==> config.mk <==
export PLATFORM = sky130hd
export DESIGN_NAME = sign_split_burst_interleaver_core
export DESIGN_NICKNAME = d
export VERILOG_FILES = /design/src/rtl/core/ssbi_pkg.sv /design/src/rtl/core/ssbi_ram.sv /design/src/rtl/core/sign_split_burst_interleaver_core.sv
export SDC_FILE = /design/constraint.sdc
export NUM_CORES = 1
export LEC_CHECK = 0
export ABC_AREA = 0
export BUFFER_PORTS_ARGS = -buffer_cell sky130_fd_sc_hd__buf_2
export CORE_MARGIN = 1
export CORE_UTILIZATION = 28
export CTS_CLUSTER_SIZE = 40
export DETAILED_ROUTE_END_ITERATION = 8
export MAX_ROUTING_LAYER = met4
export PLACE_DENSITY = 0.46
export SLEW_MARGIN = 20
export SYNTH_ARGS = -nofsm -noshare
export SYNTH_HDL_FRONTEND = slang
export SYNTH_SLANG_ARGS = --single-unit
==> constraint.sdc <==
create_clock -name clk -period 4.06 [get_ports clk]
set_input_delay 0.609 -clock clk [delete_from_list [all_inputs] [get_ports clk]]
set_output_delay 0.609 -clock clk [all_outputs]
set_load 0.02 [all_outputs]
==> src/rtl/core/ssbi_pkg.sv <==
`timescale 1ns / 1ps
package ssbi_pkg;

  localparam int DATA_W          = 32;
  localparam int BURST_W         = 8;
  localparam int QUEUE_DEPTH_DEF = 16;

  localparam int APB_DATA_W   = 32;
  localparam int APB_ADDR_W   = 3;
  // register index sits above the byte offset
  localparam int REG_IDX_LSB  = 2;
  localparam logic [APB_ADDR_W-REG_IDX_LSB-1:0] REG_BURST_LENGTH = '0;

  localparam logic [BURST_W-1:0] BURST_LENGTH_RST = 8'd5;

  typedef enum logic [1:0] {
    S_IDLE,
    S_SERVE,
    S_FLUSH
  } state_t;

endpackage

==> src/rtl/core/ssbi_ram.sv <==
`timescale 1ns / 1ps
module ssbi_ram #(
  parameter int WIDTH = 32,
  parameter int DEPTH = 16
) (
  input  logic                     clk,
  input  logic                     we,
  input  logic [$clog2(DEPTH)-1:0] waddr,
  input  logic [WIDTH-1:0]         wdata,
  input  logic                     re,
  input  logic [$clog2(DEPTH)-1:0] raddr,
  output logic [WIDTH-1:0]         rdata
);

  logic [WIDTH-1:0] mem [DEPTH];

  always_ff @(posedge clk) begin
    if (we) begin
      mem[waddr] <= wdata;
    end
    if (re) begin
      rdata <= mem[raddr];
    end
  end

endmodule

==> src/rtl/core/sign_split_burst_interleaver_core.sv <==
`timescale 1ns / 1ps
// Sign-split burst interleaver.
// Input channel (value, end_of_stream) and output channel (out_value, has_value,
// run_last, overflow) both use valid/ready; a transfer happens when both are high.
// Non-zero words are queued by sign in two memories of QUEUE_DEPTH words; zeros
// are dropped, and a word pushed into a full queue is lost and sets the sticky
// overflow flag. Each item may pop one word from the side being served; the side
// toggles after burst_length words. An item with end_of_stream flushes the
// positive queue, then the negative one, marking the last result with run_last,
// or gives one marker result (has_value low) when nothing is left.
// Timing: an item is pushed in its acceptance cycle; its popped word is read from
// the queue memory, then loaded into the output register. No new item is taken
// while the item in hand is being served. The flush issues a new queue read only
// once the previous read has been loaded into the output register.
// The output register frees the input side: an item is accepted while a result
// waits, but no further memory read is issued until that result is taken.
// Reset (rst, synchronous) empties both queues, clears overflow, serves the
// positive side first and sets burst_length to 5; no memory clearing pass.
module sign_split_burst_interleaver_core
  import ssbi_pkg::*;
#(
  parameter int QUEUE_DEPTH = QUEUE_DEPTH_DEF
) (
  input  logic                    clk,
  input  logic                    rst,
  // input channel
  input  logic                    in_valid,
  output logic                    in_ready,
  input  logic signed [DATA_W-1:0] value,
  input  logic                    end_of_stream,
  // output channel
  output logic                    out_valid,
  input  logic                    out_ready,
  output logic signed [DATA_W-1:0] out_value,
  output logic                    has_value,
  output logic                    run_last,
  output logic                    overflow,
  // configuration
  input  logic                    psel,
  input  logic                    penable,
  input  logic                    pwrite,
  input  logic [APB_ADDR_W-1:0]   paddr,
  input  logic [APB_DATA_W-1:0]   pwdata,
  output logic [APB_DATA_W-1:0]   prdata,
  output logic                    pready
);

  localparam int PTR_W = $clog2(QUEUE_DEPTH);
  localparam int CNT_W = $clog2(QUEUE_DEPTH + 1);
  localparam int SUM_W = CNT_W + 1;
  localparam logic [CNT_W-1:0] FULL_CNT = CNT_W'(QUEUE_DEPTH);
  localparam logic [PTR_W-1:0] LAST_PTR = PTR_W'(QUEUE_DEPTH - 1);

  state_t state, state_next;

  logic [BURST_W-1:0] burst_length;
  logic [PTR_W-1:0]   pos_head, neg_head;
  logic [CNT_W-1:0]   pos_count, neg_count;
  logic               serve_pos;
  logic [BURST_W-1:0] burst_count;
  logic               overflow_seen;
  logic               eos_hold;
  logic               emitted;

  logic               rd_pend;
  logic               pend_pos;
  logic               pend_last;
  logic               pend_ovf;

  logic               accept;
  logic               out_free;
  logic               reg_hit;
  logic               cfg_write;
  logic               push_neg;
  logic               push_ok;
  logic               push_drop;
  logic [SUM_W-1:0]   push_sum;
  logic [PTR_W-1:0]   push_idx;
  logic               serve_nz;
  logic               issue;
  logic               issue_pos;
  logic               issue_last;
  logic               marker;
  logic               finish;
  logic [SUM_W-1:0]   total;
  logic [PTR_W-1:0]   rd_addr;
  logic [DATA_W-1:0]  pos_rdata, neg_rdata;

  // configuration port
  assign pready    = 1'b1;
  assign reg_hit   = (paddr[APB_ADDR_W-1:REG_IDX_LSB] == REG_BURST_LENGTH);
  assign cfg_write = psel && penable && pwrite && pready && reg_hit;
  assign prdata    = reg_hit ? APB_DATA_W'(burst_length) : '0;

  always_ff @(posedge clk) begin
    if (rst) begin
      burst_length <= BURST_LENGTH_RST;
    end else if (cfg_write) begin
      burst_length <= pwdata[BURST_W-1:0];
    end
  end

  // push side
  assign in_ready  = (state == S_IDLE);
  assign accept    = in_valid && in_ready;
  assign push_neg  = value[DATA_W-1];
  assign push_ok   = accept && (value != '0) &&
                     ((push_neg ? neg_count : pos_count) != FULL_CNT);
  assign push_drop = accept && (value != '0) &&
                     ((push_neg ? neg_count : pos_count) == FULL_CNT);

  // tail slot is head + count, wrapped once
  always_comb begin
    push_sum = push_neg ? (SUM_W'(neg_head) + SUM_W'(neg_count))
                        : (SUM_W'(pos_head) + SUM_W'(pos_count));
    if (push_sum >= SUM_W'(QUEUE_DEPTH)) begin
      push_idx = PTR_W'(push_sum - SUM_W'(QUEUE_DEPTH));
    end else begin
      push_idx = PTR_W'(push_sum);
    end
  end

  // a read may issue only when its data can land in a free output register
  assign out_free = (!out_valid || out_ready) && !rd_pend;
  assign serve_nz = serve_pos ? (pos_count != '0) : (neg_count != '0);
  assign total    = SUM_W'(pos_count) + SUM_W'(neg_count);

  always_comb begin
    state_next = state;
    issue      = 1'b0;
    issue_pos  = 1'b1;
    marker     = 1'b0;
    finish     = 1'b0;
    unique case (state)
      S_IDLE: begin
        if (accept) begin
          state_next = S_SERVE;
        end
      end
      S_SERVE: begin
        if (!serve_nz) begin
          state_next = eos_hold ? S_FLUSH : S_IDLE;
        end else if (out_free) begin
          issue      = 1'b1;
          issue_pos  = serve_pos;
          state_next = eos_hold ? S_FLUSH : S_IDLE;
        end
      end
      S_FLUSH: begin
        if (pos_count != '0) begin
          issue     = out_free;
          issue_pos = 1'b1;
        end else if (neg_count != '0) begin
          issue     = out_free;
          issue_pos = 1'b0;
        end else if (emitted) begin
          finish     = 1'b1;
          state_next = S_IDLE;
        end else if (out_free) begin
          marker     = 1'b1;
          finish     = 1'b1;
          state_next = S_IDLE;
        end
      end
      default: begin
        state_next = S_IDLE;
      end
    endcase
  end

  // this pop empties both queues
  assign issue_last = eos_hold && (total == SUM_W'(1));
  assign rd_addr    = issue_pos ? pos_head : neg_head;

  always_ff @(posedge clk) begin
    if (rst) begin
      state <= S_IDLE;
    end else begin
      state <= state_next;
    end
  end

  always_ff @(posedge clk) begin
    if (rst) begin
      pos_head      <= '0;
      neg_head      <= '0;
      pos_count     <= '0;
      neg_count     <= '0;
      serve_pos     <= 1'b1;
      burst_count   <= '0;
      overflow_seen <= 1'b0;
      eos_hold      <= 1'b0;
      emitted       <= 1'b0;
      rd_pend       <= 1'b0;
      pend_pos      <= 1'b0;
      pend_last     <= 1'b0;
      pend_ovf      <= 1'b0;
    end else begin
      rd_pend <= issue;
      if (accept) begin
        eos_hold <= end_of_stream;
        emitted  <= 1'b0;
        if (burst_count >= burst_length) begin
          serve_pos   <= !serve_pos;
          burst_count <= '0;
        end
      end
      if (push_ok) begin
        if (push_neg) begin
          neg_count <= neg_count + CNT_W'(1);
        end else begin
          pos_count <= pos_count + CNT_W'(1);
        end
      end
      if (push_drop) begin
        overflow_seen <= 1'b1;
      end
      if (issue) begin
        emitted   <= 1'b1;
        pend_pos  <= issue_pos;
        pend_last <= issue_last;
        pend_ovf  <= overflow_seen;
        if (issue_pos) begin
          pos_head  <= (pos_head == LAST_PTR) ? '0 : pos_head + PTR_W'(1);
          pos_count <= pos_count - CNT_W'(1);
        end else begin
          neg_head  <= (neg_head == LAST_PTR) ? '0 : neg_head + PTR_W'(1);
          neg_count <= neg_count - CNT_W'(1);
        end
        if (state == S_SERVE) begin
          burst_count <= burst_count + BURST_W'(1);
        end
      end
      if (finish) begin
        serve_pos   <= 1'b1;
        burst_count <= '0;
      end
    end
  end

  ssbi_ram #(
    .WIDTH (DATA_W),
    .DEPTH (QUEUE_DEPTH)
  ) u_pos_ram (
    .clk   (clk),
    .we    (push_ok && !push_neg),
    .waddr (push_idx),
    .wdata (value),
    .re    (issue && issue_pos),
    .raddr (rd_addr),
    .rdata (pos_rdata)
  );

  ssbi_ram #(
    .WIDTH (DATA_W),
    .DEPTH (QUEUE_DEPTH)
  ) u_neg_ram (
    .clk   (clk),
    .we    (push_ok && push_neg),
    .waddr (push_idx),
    .wdata (value),
    .re    (issue && !issue_pos),
    .raddr (rd_addr),
    .rdata (neg_rdata)
  );

  // output register
  always_ff @(posedge clk) begin
    if (rst) begin
      out_valid <= 1'b0;
    end else if (rd_pend || marker) begin
      out_valid <= 1'b1;
    end else if (out_ready) begin
      out_valid <= 1'b0;
    end
  end

  always_ff @(posedge clk) begin
    if (rd_pend) begin
      out_value <= pend_pos ? pos_rdata : neg_rdata;
      has_value <= 1'b1;
      run_last  <= pend_last;
      overflow  <= pend_ovf;
    end else if (marker) begin
      out_value <= '0;
      has_value <= 1'b0;
      run_last  <= 1'b1;
      overflow  <= overflow_seen;
    end
  end

`ifndef ASSERT_OFF
  // pushes and pops are kept to separate cycles, so no forwarding is needed
  a_no_push_with_pop: assert property (@(posedge clk) disable iff (rst)
    !(accept && issue))
    else $error("queue push and pop in the same cycle");

  a_count_bound: assert property (@(posedge clk) disable iff (rst)
    (pos_count <= FULL_CNT) && (neg_count <= FULL_CNT))
    else $error("queue count beyond depth");

  // memory read, then output register load
  a_read_lands: assert property (@(posedge clk) disable iff (rst)
    issue |=> ##1 (out_valid && has_value && (run_last == $past(issue_last, 2))))
    else $error("memory read did not reach output register");

  a_marker_form: assert property (@(posedge clk) disable iff (rst)
    marker |=> out_valid && !has_value && run_last && (out_value == '0))
    else $error("malformed end of stream marker");

  a_flush_restart: assert property (@(posedge clk) disable iff (rst)
    finish |=> serve_pos && (burst_count == '0) && (pos_count == '0) &&
               (neg_count == '0))
    else $error("stream did not restart cleanly after flush");
`endif

endmodule

==> results of run 1 <==
[registers in the layout, summed over array words and instances (netlist names), 5 cells and up]
register / cells
burst_count: 8
u_neg_ram.rdata: 32
u_neg_ram.mem: 512
out_value: 32
pos_count: 5
burst_length: 8
u_pos_ram.rdata: 32
u_pos_ram.mem: 512
neg_count: 5
[cell type report]
cell class / count / area, sq um / share of cell area [%]
flip-flops and latches: 1168 / 34600 / 62.3
multi-input cells: 1276 / 10400 / 18.7
repair buffers: 324 / 3910 / 7.04
clock buffers: 143 / 3110 / 5.60
well taps: 2160 / 2700 / 4.86
clock inverters: 84 / 762 / 1.37
inverters: 24 / 90.1 / 0.162
diodes: 1 / 2.50 / 0.00450
[worst register-to-register path: cells and delay by family, from the launching register on]
kind	cells	cell delay [ns]
multiplexers	2	0.48
adder cells (fa/ha/maj)	1	0.19
flip-flops	1	0.31
buffers and inverters	5	1.05
AO/OA/AOI/OAI	2	0.32
AND/OR/NAND/NOR	3	1.11
[Yosys cell counts, types with 2 or more instances]
library cell | instances | area (sq um)
buf_4 | 38 | 285
o21a_1 | 2 | 15.0
a2bb2oi_1 | 2 | 17.5
or3_1 | 5 | 31.3
xnor2_1 | 6 | 52.6
o32ai_1 | 4 | 35.0
nand3b_1 | 2 | 15.0
ha_1 | 31 | 388
nand4_1 | 3 | 18.8
edfxtp_1 | 1122 | 33700
mux2_2 | 6 | 67.6
nor4_1 | 9 | 56.3
nand2_2 | 3 | 18.8
a21o_1 | 7 | 52.6
mux2i_1 | 554 | 5550
o21ai_1 | 2 | 10.0
and3_1 | 5 | 31.3
nand3_1 | 11 | 55.1
o211ai_1 | 2 | 15.0
nor4b_1 | 4 | 35.0
a31oi_1 | 11 | 68.8
or4_1 | 64 | 480
nor2_1 | 76 | 285
clkbuf_1 | 44 | 165
buf_2 | 70 | 350
nand2_4 | 2 | 22.5
dfxtp_1 | 46 | 921
or2_2 | 3 | 18.8
nor3b_1 | 3 | 22.5
nor2b_1 | 39 | 244
fa_1 | 3 | 60.1
a21oi_1 | 27 | 135
nand2b_1 | 12 | 75.1
o22ai_1 | 257 | 1610
xor2_1 | 6 | 52.6
conb_1 | 2 | 7.51
o21ai_0 | 11 | 55.1
nor3_1 | 3 | 15.0
inv_1 | 23 | 86.3
nand2_1 | 55 | 206
a211oi_1 | 2 | 15.0
nand4b_1 | 2 | 17.5
[layer usage]
metal | part of all wire, % | up-vias
li1 | - | 11000
met1 | 48 | 12800
met2 | 46 | 631
met3 | 4.6 | 171
met4 | 2.1 | 0
met5 | 0 | -
[logic make-up (layout without fill, tap and decap cells)]
family | count (synthesis) | in the layout
flops | 1168 | 1168
mux | 561 | 561
compound gates | 337 | 337
simple gates | 307 | 307
buf+inv | 176 | 575
fa+ha+maj | 34 | 34
xor+xnor | 12 | 12
other cells | 2 | 26
[where the power goes]
part	internal [W]	switching, W	total (W)	leakage [nW]
Clock	0.00616	0.00474	0.0109	1.89
Combinational	0.000199	0.000459	0.000658	9.03
Sequential	0.0133	0.0000296	0.0133	10.4
Total	0.0196	0.00523	0.0249	21.3
[stage by stage]
step	instance area (sq um)	setup slack, ns	std cells
2_1_floorplan	45600	0.437	2620
5_1_grt	55600	0.105	5180
6_report	55600	0.334	5180
3_5_place_dp	51700	0.134	4952
3_3_place_gp	51700	0.0694	4952
4_1_cts	55600	0.294	5179
[how the worst min path moves through the flow]
| stage | slack, ns | start | to |
|---|---|---|---|
| detailed placement | 0.45 | burst_length[5] | burst_length[5] |
| global placement | 0.45 | burst_length[6] | burst_length[6] |
| global route | 0.06 | pwdata[0] | burst_length[0] |
| floorplan | 0.44 | burst_count[7] | burst_count[7] |
| CTS | 0.05 | pwdata[0] | burst_length[0] |
| finish | 0.11 | pwdata[0] | burst_length[0] |
==> metrics, run 1 <==
status completed; XOR/XNOR Fraction of Synth Area less than 1%; CTS Sinks 1,168; TNS Setup 0 ns; Hold Path Depth 3; FMAX between 0.2 and 0.3 GHz; Total GRT Usage 16.6%; # port buffers 93; R2R Setup Slk 0.33 ns; hpwl dp 79,500 um; maximum vdd drop 0.351 mV; Via density between 4 and 5; slowest CP cell or4_1; initial drt markers approximately 1,800; Worst R2R End u_pos_ram.rdata[6]; Area growth, synth to finish 22.1%; crit end category flop; worst path bufs/invs 5; die area 0.164 sq mm; hold_buf cts 0; CP max stage delay 0.52 ns; Final Hold Viols 0; RSZ-0062 raised after global routing no; post-synthesis mux area share roughly an eighth; CTS tree built; via count 24,600; Worst Setup EP u_pos_ram.rdata[6]; met1 Usage GRT 23.2%; max-slew violations 0; Final Setup Violations 0; num ports 145; hold slack between 0.1 and 0.15 ns; worst skew pair latency 0.76 ns; max_slew headroom between 20% and 30%; starting density of the core 28.3%; Reg-to-Reg Start neg_count[1]; Post-Syn Area 0.0455 sq mm; Final ANT Viol Nets 0; DRC viols 0; CP delay by family, top simple AND/OR/NAND/NOR gates; startpoint types flop; width of the die 405 um; syn avg cell area between 15 and 20 sq um; gr ovfl total 0; Num CTS Buffers 120; Fillers 15,300; worst path required time 4.54 ns; post-synthesis adder-cell area fraction 0.984%; Worst Path Arrival 4.21 ns; fin crit share 91.8%; WL final 133,000 um; instance count of the mapped netlist 2,597; Power Dens Cells approximately 450 mW/mm^2; Least-Margin Pin Slew 1.11 ns; largest family of logic cells by synthesized area multiplexers; final clock skew 0.0426 ns; Core ar. 0.161 sq mm; Crit path depth 13; most common cell after layout, fill and taps aside edfxtp_1; first-pass GRT wire length 186,000 um; Seq cells post-synth 1,168; total chip power 0.0249 W; Hold Crit Class primary input to flop; leakage approximately 21 nW; initial antenna violation count 6; Most Crowded Layer GR met2; R2R depth 13; Final Util 34.5%; Seq/Total Area, Yosys approximately 76%; clk buf depth 3; Synth Warn # 0; top_reg_cell synth edfxtp_1; Post-CTS Setup Inserts 0; simple-gate share of the synthesized area around 3.8%; async set-or-reset flop fraction in the synthesized netlist 0%; number of global-route vias before repair between 20,000 and 25,000; gpl congestion around 0.76; # resized after CTS 0; commonest cells after routing, fill and taps aside edfxtp_1, mux2i_1, o22ai_1; row cnt 147; crit path launch neg_count[1]; layout cells sized above 1 18.4%; Detailed Routing Iterations Pass 1 5; H-tree levels 3; CP Cell Sequence inv_1, ha_1, nor4b_1, o41ai_1, nand3_1, buf_12, mux2i_4, buf_12, buf_12, buf_12, mux2i_1, o22ai_1, or4_1; Max FO, Critical Path 29; pin count of the biggest net entering global routing 59; crit path kind flop to flop; Global Route met3 Usage about 2.5%; routed len/inst roughly 26 um; Post-synth EDFFs about 1,100; Synth Area in Compound Gates 4.64%; CTS root buf clkbuf_16; MaxCap Viol Count 0; met2 Use GR 25.3%; Clock transition at path regs 0.06 ns; Min Clock Period, post-route 3.73 ns; cell mode on critical path buf_12; Synth cell types 60; fin nets 3,023; die height 405 um
Note: power is estimated with default switching activity, not from simulation.
==> run 2: changes to the inputs <==
==> constraint.sdc (replaced) <==
create_clock -name clk -period 4.06 [get_ports clk]
set_input_delay 0.203 -clock clk [delete_from_list [all_inputs] [get_ports clk]]
set_output_delay 0.203 -clock clk [all_outputs]
set_load 0.02 [all_outputs]
==> metrics, run 2 (synthesis results as in run 1) <==
number of global-route vias before repair 24,500; worst path required time 4.51 ns; FMAX 0.262 GHz; Final Hold Viols 0; Detailed Routing Iterations Pass 1 7; CP delay by family, top simple AND/OR/NAND/NOR gates; die area approximately 0.16 sq mm; startpoint types flop; CTS tree built; worst skew pair latency 0.77 ns; width of the die between 400 and 500 um; final clock skew 0.0287 ns; Worst Path Arrival 4.26 ns; CTS Sinks 1,168; R2R Setup Slk ~0.25 ns; Final ANT Viol Nets 0; cell mode on critical path mux2i_4; Min Clock Period, post-route 3.81 ns; slowest CP cell or4_1; via count 24,900; MaxCap Viol Count 0; Total GRT Usage between 10% and 20%; crit path launch neg_count[0]; Area growth, synth to finish 21.2%; Least-Margin Pin Slew 1.09 ns; Max FO, Critical Path 27; status completed; CP Cell Sequence inv_1, ha_1, nor4b_2, o41ai_1, nand3_1, buf_4, mux2i_4, buf_12, buf_16, mux2i_4, o22ai_1, or4_1; H-tree levels 4; Power Dens Cells 461 mW/mm^2; TNS Setup 0 ns; Clock transition at path regs about 0.060 ns; Worst R2R End u_neg_ram.rdata[12]; gr ovfl total 0; Core ar. roughly 0.16 sq mm; top flop regs u_neg_ram.mem (512), u_pos_ram.mem (512); WL final roughly 140,000 um; Hold Crit Class primary input to flop; Via density 4.81; num ports 145; Worst Setup EP u_neg_ram.rdata[12]; max_slew headroom 26.9%; initial antenna violation count 7; initial drt markers about 2,200; first-pass GRT wire length 190,000 um; RSZ-0062 raised after global routing no; R2R depth 12; maximum vdd drop 0.408 mV; non-filler instance count after layout between 5,000 and 6,000; Post-Place Cells between 4,000 and 5,000; Fillers approximately 15,000; worst path bufs/invs 4; fin nets just over 3,000; row cnt 147; DRC viols 0; pin count of the biggest net entering global routing 50; gpl congestion ~0.74; crit end category flop; commonest cells after routing, fill and taps aside edfxtp_1, mux2i_1, o22ai_1; fin crit share 93.9%; Reg-to-Reg Start neg_count[0]; max-slew violations 0; Num CTS Buffers 131; leakage roughly 21 nW; CTS root buf clkbuf_16; hpwl dp a little under 80,000 um; routed len/inst between 20 and 30 um; Crit path depth 12; CP max stage delay ~0.65 ns; # port buffers 93; starting density of the core 28.3%; crit path kind flop to flop; die height slightly above 400 um; clk buf depth 3; most common cell after layout, fill and taps aside edfxtp_1; layout cells sized above 1 16.9%; Post-CTS Setup Inserts 0; Final Setup Violations 0
run 2: changes by cell type in the layout (fill, tap and decap cells not counted), sizes merged:
cell and change:
bufinv -5, clkbuf +20, buf -56, clkinv -12, bufbuf +1, dlygate4sd3 +48, diode +1, clkinvlp -2
inv +4
run 2: area by class of cell:
type,instances,area [sq um],area share [%]
Clock buffer,163,3480,6.31
Timing Repair Buffer,317,3200,5.80
Multi-Input combinational cell,1276,10400,18.9
Sequential cell,1168,34600,62.7
Clock inverter,69,656,1.19
Inverter,24,90.1,0.163
Antenna cell,2,5.00,0.00907
Tap cell,2160,2700,4.90
run 2: worst reg2reg max path, delay by kind of cell (launching register included):
kind | cells | cell delay [ns]
simple gates | 3 | 0.93
buf+inv | 4 | 0.81
mux | 2 | 0.68
compound gates | 2 | 0.48
flops | 1 | 0.40
fa+ha+maj | 1 | 0.21
run 2: power breakdown:
group	switching [W]	internal, W	total [W]
Sequential	0.0000306	0.0133	0.0133
Clock	0.00494	0.00654	0.0115
Combinational	0.000469	0.000198	0.000667
Total	0.00544	0.0200	0.0254
run 2: worst min-delay path by stage:
stage / start / end / slack [ns] / cells after the start
global placement: pwdata[2] / burst_length[2] / 0.41 / 2
CTS: value[27] / u_neg_ram.mem[13][27] / 0.0004 / 2
detailed placement: pwdata[2] / burst_length[2] / 0.41 / 2
finish: value[26] / u_neg_ram.mem[3][26] / 0.04 / 2
floorplan: value[0] / u_neg_ram.mem[0][0] / 0.30 / 0
global route: value[26] / u_neg_ram.mem[8][26] / 0.03 / 2
run 2: through the flow:
| stage | utilization [%] | setup WS (ns) | cell area [sq um] | total power (W) | hold slack [ns] |
|---|---|---|---|---|---|
| after floorplan | - | 0.437 | 45600 | 0.0138 | 0.302 |
| after global placement | 31.4 | -0.125 | 50500 | 0.0142 | 0.413 |
| after detailed placement | 31.4 | -0.133 | 50500 | 0.0142 | 0.414 |
| after CTS | 34.3 | 0.0546 | 55200 | 0.0257 | 0.000385 |
| after global routing | 34.3 | 0.0691 | 55200 | 0.0262 | 0.0271 |
| final | 34.3 | 0.246 | 55200 | 0.0254 | 0.0386 |
run 2: what timing repair did:
| action | CTS | global route |
|---|---|---|
| setup endpoints to repair | 1 | 7 |
| hold buffers | 48 | 0 |
| gates cloned | 1 | 0 |
| resized for setup | 2 | 4 |
| endpoints found under the hold margin | 723 | 0 |
run 2: layer usage:
layer  part of all wire, %  vias to the layer above  global-route usage, %  wire [um]
met5                     0                        -                      -          0
met4                   1.9                        0                   4.27       2650
met3                   6.2                      180                   3.33       8420
met2                    45                      776                   25.4      61200
met1                    47                    13000                   23.9      64500
li1                      -                    11000                      -          -
==> run 3: changes to the inputs <==
CORE_UTILIZATION = 30   (was 28)
PLACE_DENSITY = 0.48   (was 0.46)
==> metrics, run 3 (synthesis results as in run 1) <==
number of global-route vias before repair 24,900; Power Dens Cells 459 mW/mm^2; Hold Path Depth 2; pin count of the biggest net entering global routing 57; Min Clock Period, post-route roughly 3.8 ns; crit end category flop; Least-Margin Pin Slew around 1.0 ns; top flop regs u_neg_ram.mem (512), u_pos_ram.mem (512); MaxCap Viol Count 0; Post-CTS Setup Inserts 0; R2R depth 12; Final Setup Violations 0; crit path kind flop to flop; WL final around 130,000 um; die area ~0.15 sq mm; Reg-to-Reg Start pos_count[0]; fin nets 3,011; max_slew headroom 30.3%; pre-CTS setup slack 0.128 ns; slowest CP cell or4_1; # port buffers 93; starting density of the core 30.3%; most common cell after layout, fill and taps aside edfxtp_1; Num CTS Buffers 121; initial drt markers 2,143; via count ~25,000; hpwl dp 72,800 um; layout cells sized above 1 between 10% and 20%; RSZ-0062 raised after global routing no; leakage 21.0 nW; die height 392 um; initial antenna violation count 1; first-pass GRT wire length 180,000 um; hold path startpoint value[18]; max-slew violations 0; Worst R2R End u_neg_ram.rdata[23]; routed len/inst approximately 25 um; width of the die just under 400 um; worst path required time 4.52 ns; CP delay by family, top simple AND/OR/NAND/NOR gates; Final ANT Viol Nets 0; commonest cells after routing, fill and taps aside edfxtp_1, mux2i_1, o22ai_1; H-tree levels 3; Clock transition at path regs 0.06 ns; status completed; TNS Setup 0 ns; CTS root buf clkbuf_16; gpl congestion 0.773; gr ovfl total 0; Detailed Routing Iterations Pass 1 6; final clock skew approximately 0.031 ns; ANT cells 0; worst hold endpoint u_pos_ram.mem[5][18]; worst path bufs/invs 4; Total GRT Usage 16.9%; Core ar. 0.150 sq mm; final worst setup slack between 0.2 and 0.3 ns; row cnt ~140; DRC viols 0; Max FO, Critical Path 56; CP max stage delay 0.56 ns; worst skew pair latency 0.74 ns; R2R Setup Slk 0.28 ns; Final Hold Viols 0; CTS Sinks 1,168; Hold Crit Class primary input to flop; Worst Path Arrival 4.25 ns; Via density about 5; CP Cell Sequence inv_1, ha_1, or4b_4, o21ai_1, nand3_1, buf_4, mux2i_4, buf_12, buf_16, mux2i_1, o22ai_1, or4_1; Area growth, synth to finish 20.4%; num ports roughly 150; FMAX 0.264 GHz; clk buf depth 3; CTS tree built; startpoint types flop; fin crit share just over 90%; maximum vdd drop 0.350 mV
==> run 3: changes by cell type in the layout (fill, tap and decap cells not counted), moves of 4 or more <==
cell,before,now
buf_4,103,95
bufinv_16,6,17
clkbuf_16,134,122
clkinv_1,26,30
clkinv_8,6,0
clkinvlp_4,4,0
==> run 3: power by group <==
group          switching, W  internal [W]
clock network       0.00464       0.00657
logic              0.000445      0.000201
registers         0.0000317        0.0133
total               0.00512        0.0201
==> run 3: per-stage QoR <==
step	hold WS (ns)	power, W	std cells	instance area, sq um	utilization (%)
floorplan	0.302	0.0138	2620	45600	-
global placement	0.420	0.0142	4746	50300	33.5
detailed placement	0.414	0.0142	4746	50300	33.5
CTS	0.00104	0.0254	5017	54800	36.4
global route	0.0203	0.0259	5017	54800	36.5
finish	0.0526	0.0252	5017	54800	36.5
==> run 3: cell type report <==
cell class                 instances  area, sq um
sequential                      1168        34600
timing repair buffer             311         3160
clock buffer                     146         3140
clock inverter                    76          848
multi-input combinational       1276        10400
tap                             2016         2520
inverter                          24         90.1
fill                           14000        95500
==> run 3: repair_timing <==
action                     in CTS  in global routing
setup endpoints to repair       0                 15
hold buffers                   49                  0
gates resized for setup         0                  3
hold endpoints to repair      630                  0
==> run 3: worst max-delay path by stage <==
stage                       from                    to  cells after the start
finish              pos_count[0]   u_neg_ram.rdata[23]                     12
global route        neg_count[0]   u_neg_ram.rdata[23]                     12
CTS                 neg_count[0]   u_neg_ram.rdata[23]                     12
detailed placement     value[31]   u_neg_ram.mem[9][2]                      9
global placement       value[31]  u_neg_ram.mem[11][2]                      9
floorplan               state[0]   u_neg_ram.mem[0][0]                      7
==> run 3: routing by layer <==
layer  routed length (um)  track usage (%)
met1                56800             22.0
met4                 2380             3.73
met5                    0                -
met2                62500             28.0
met3                 5810             2.52
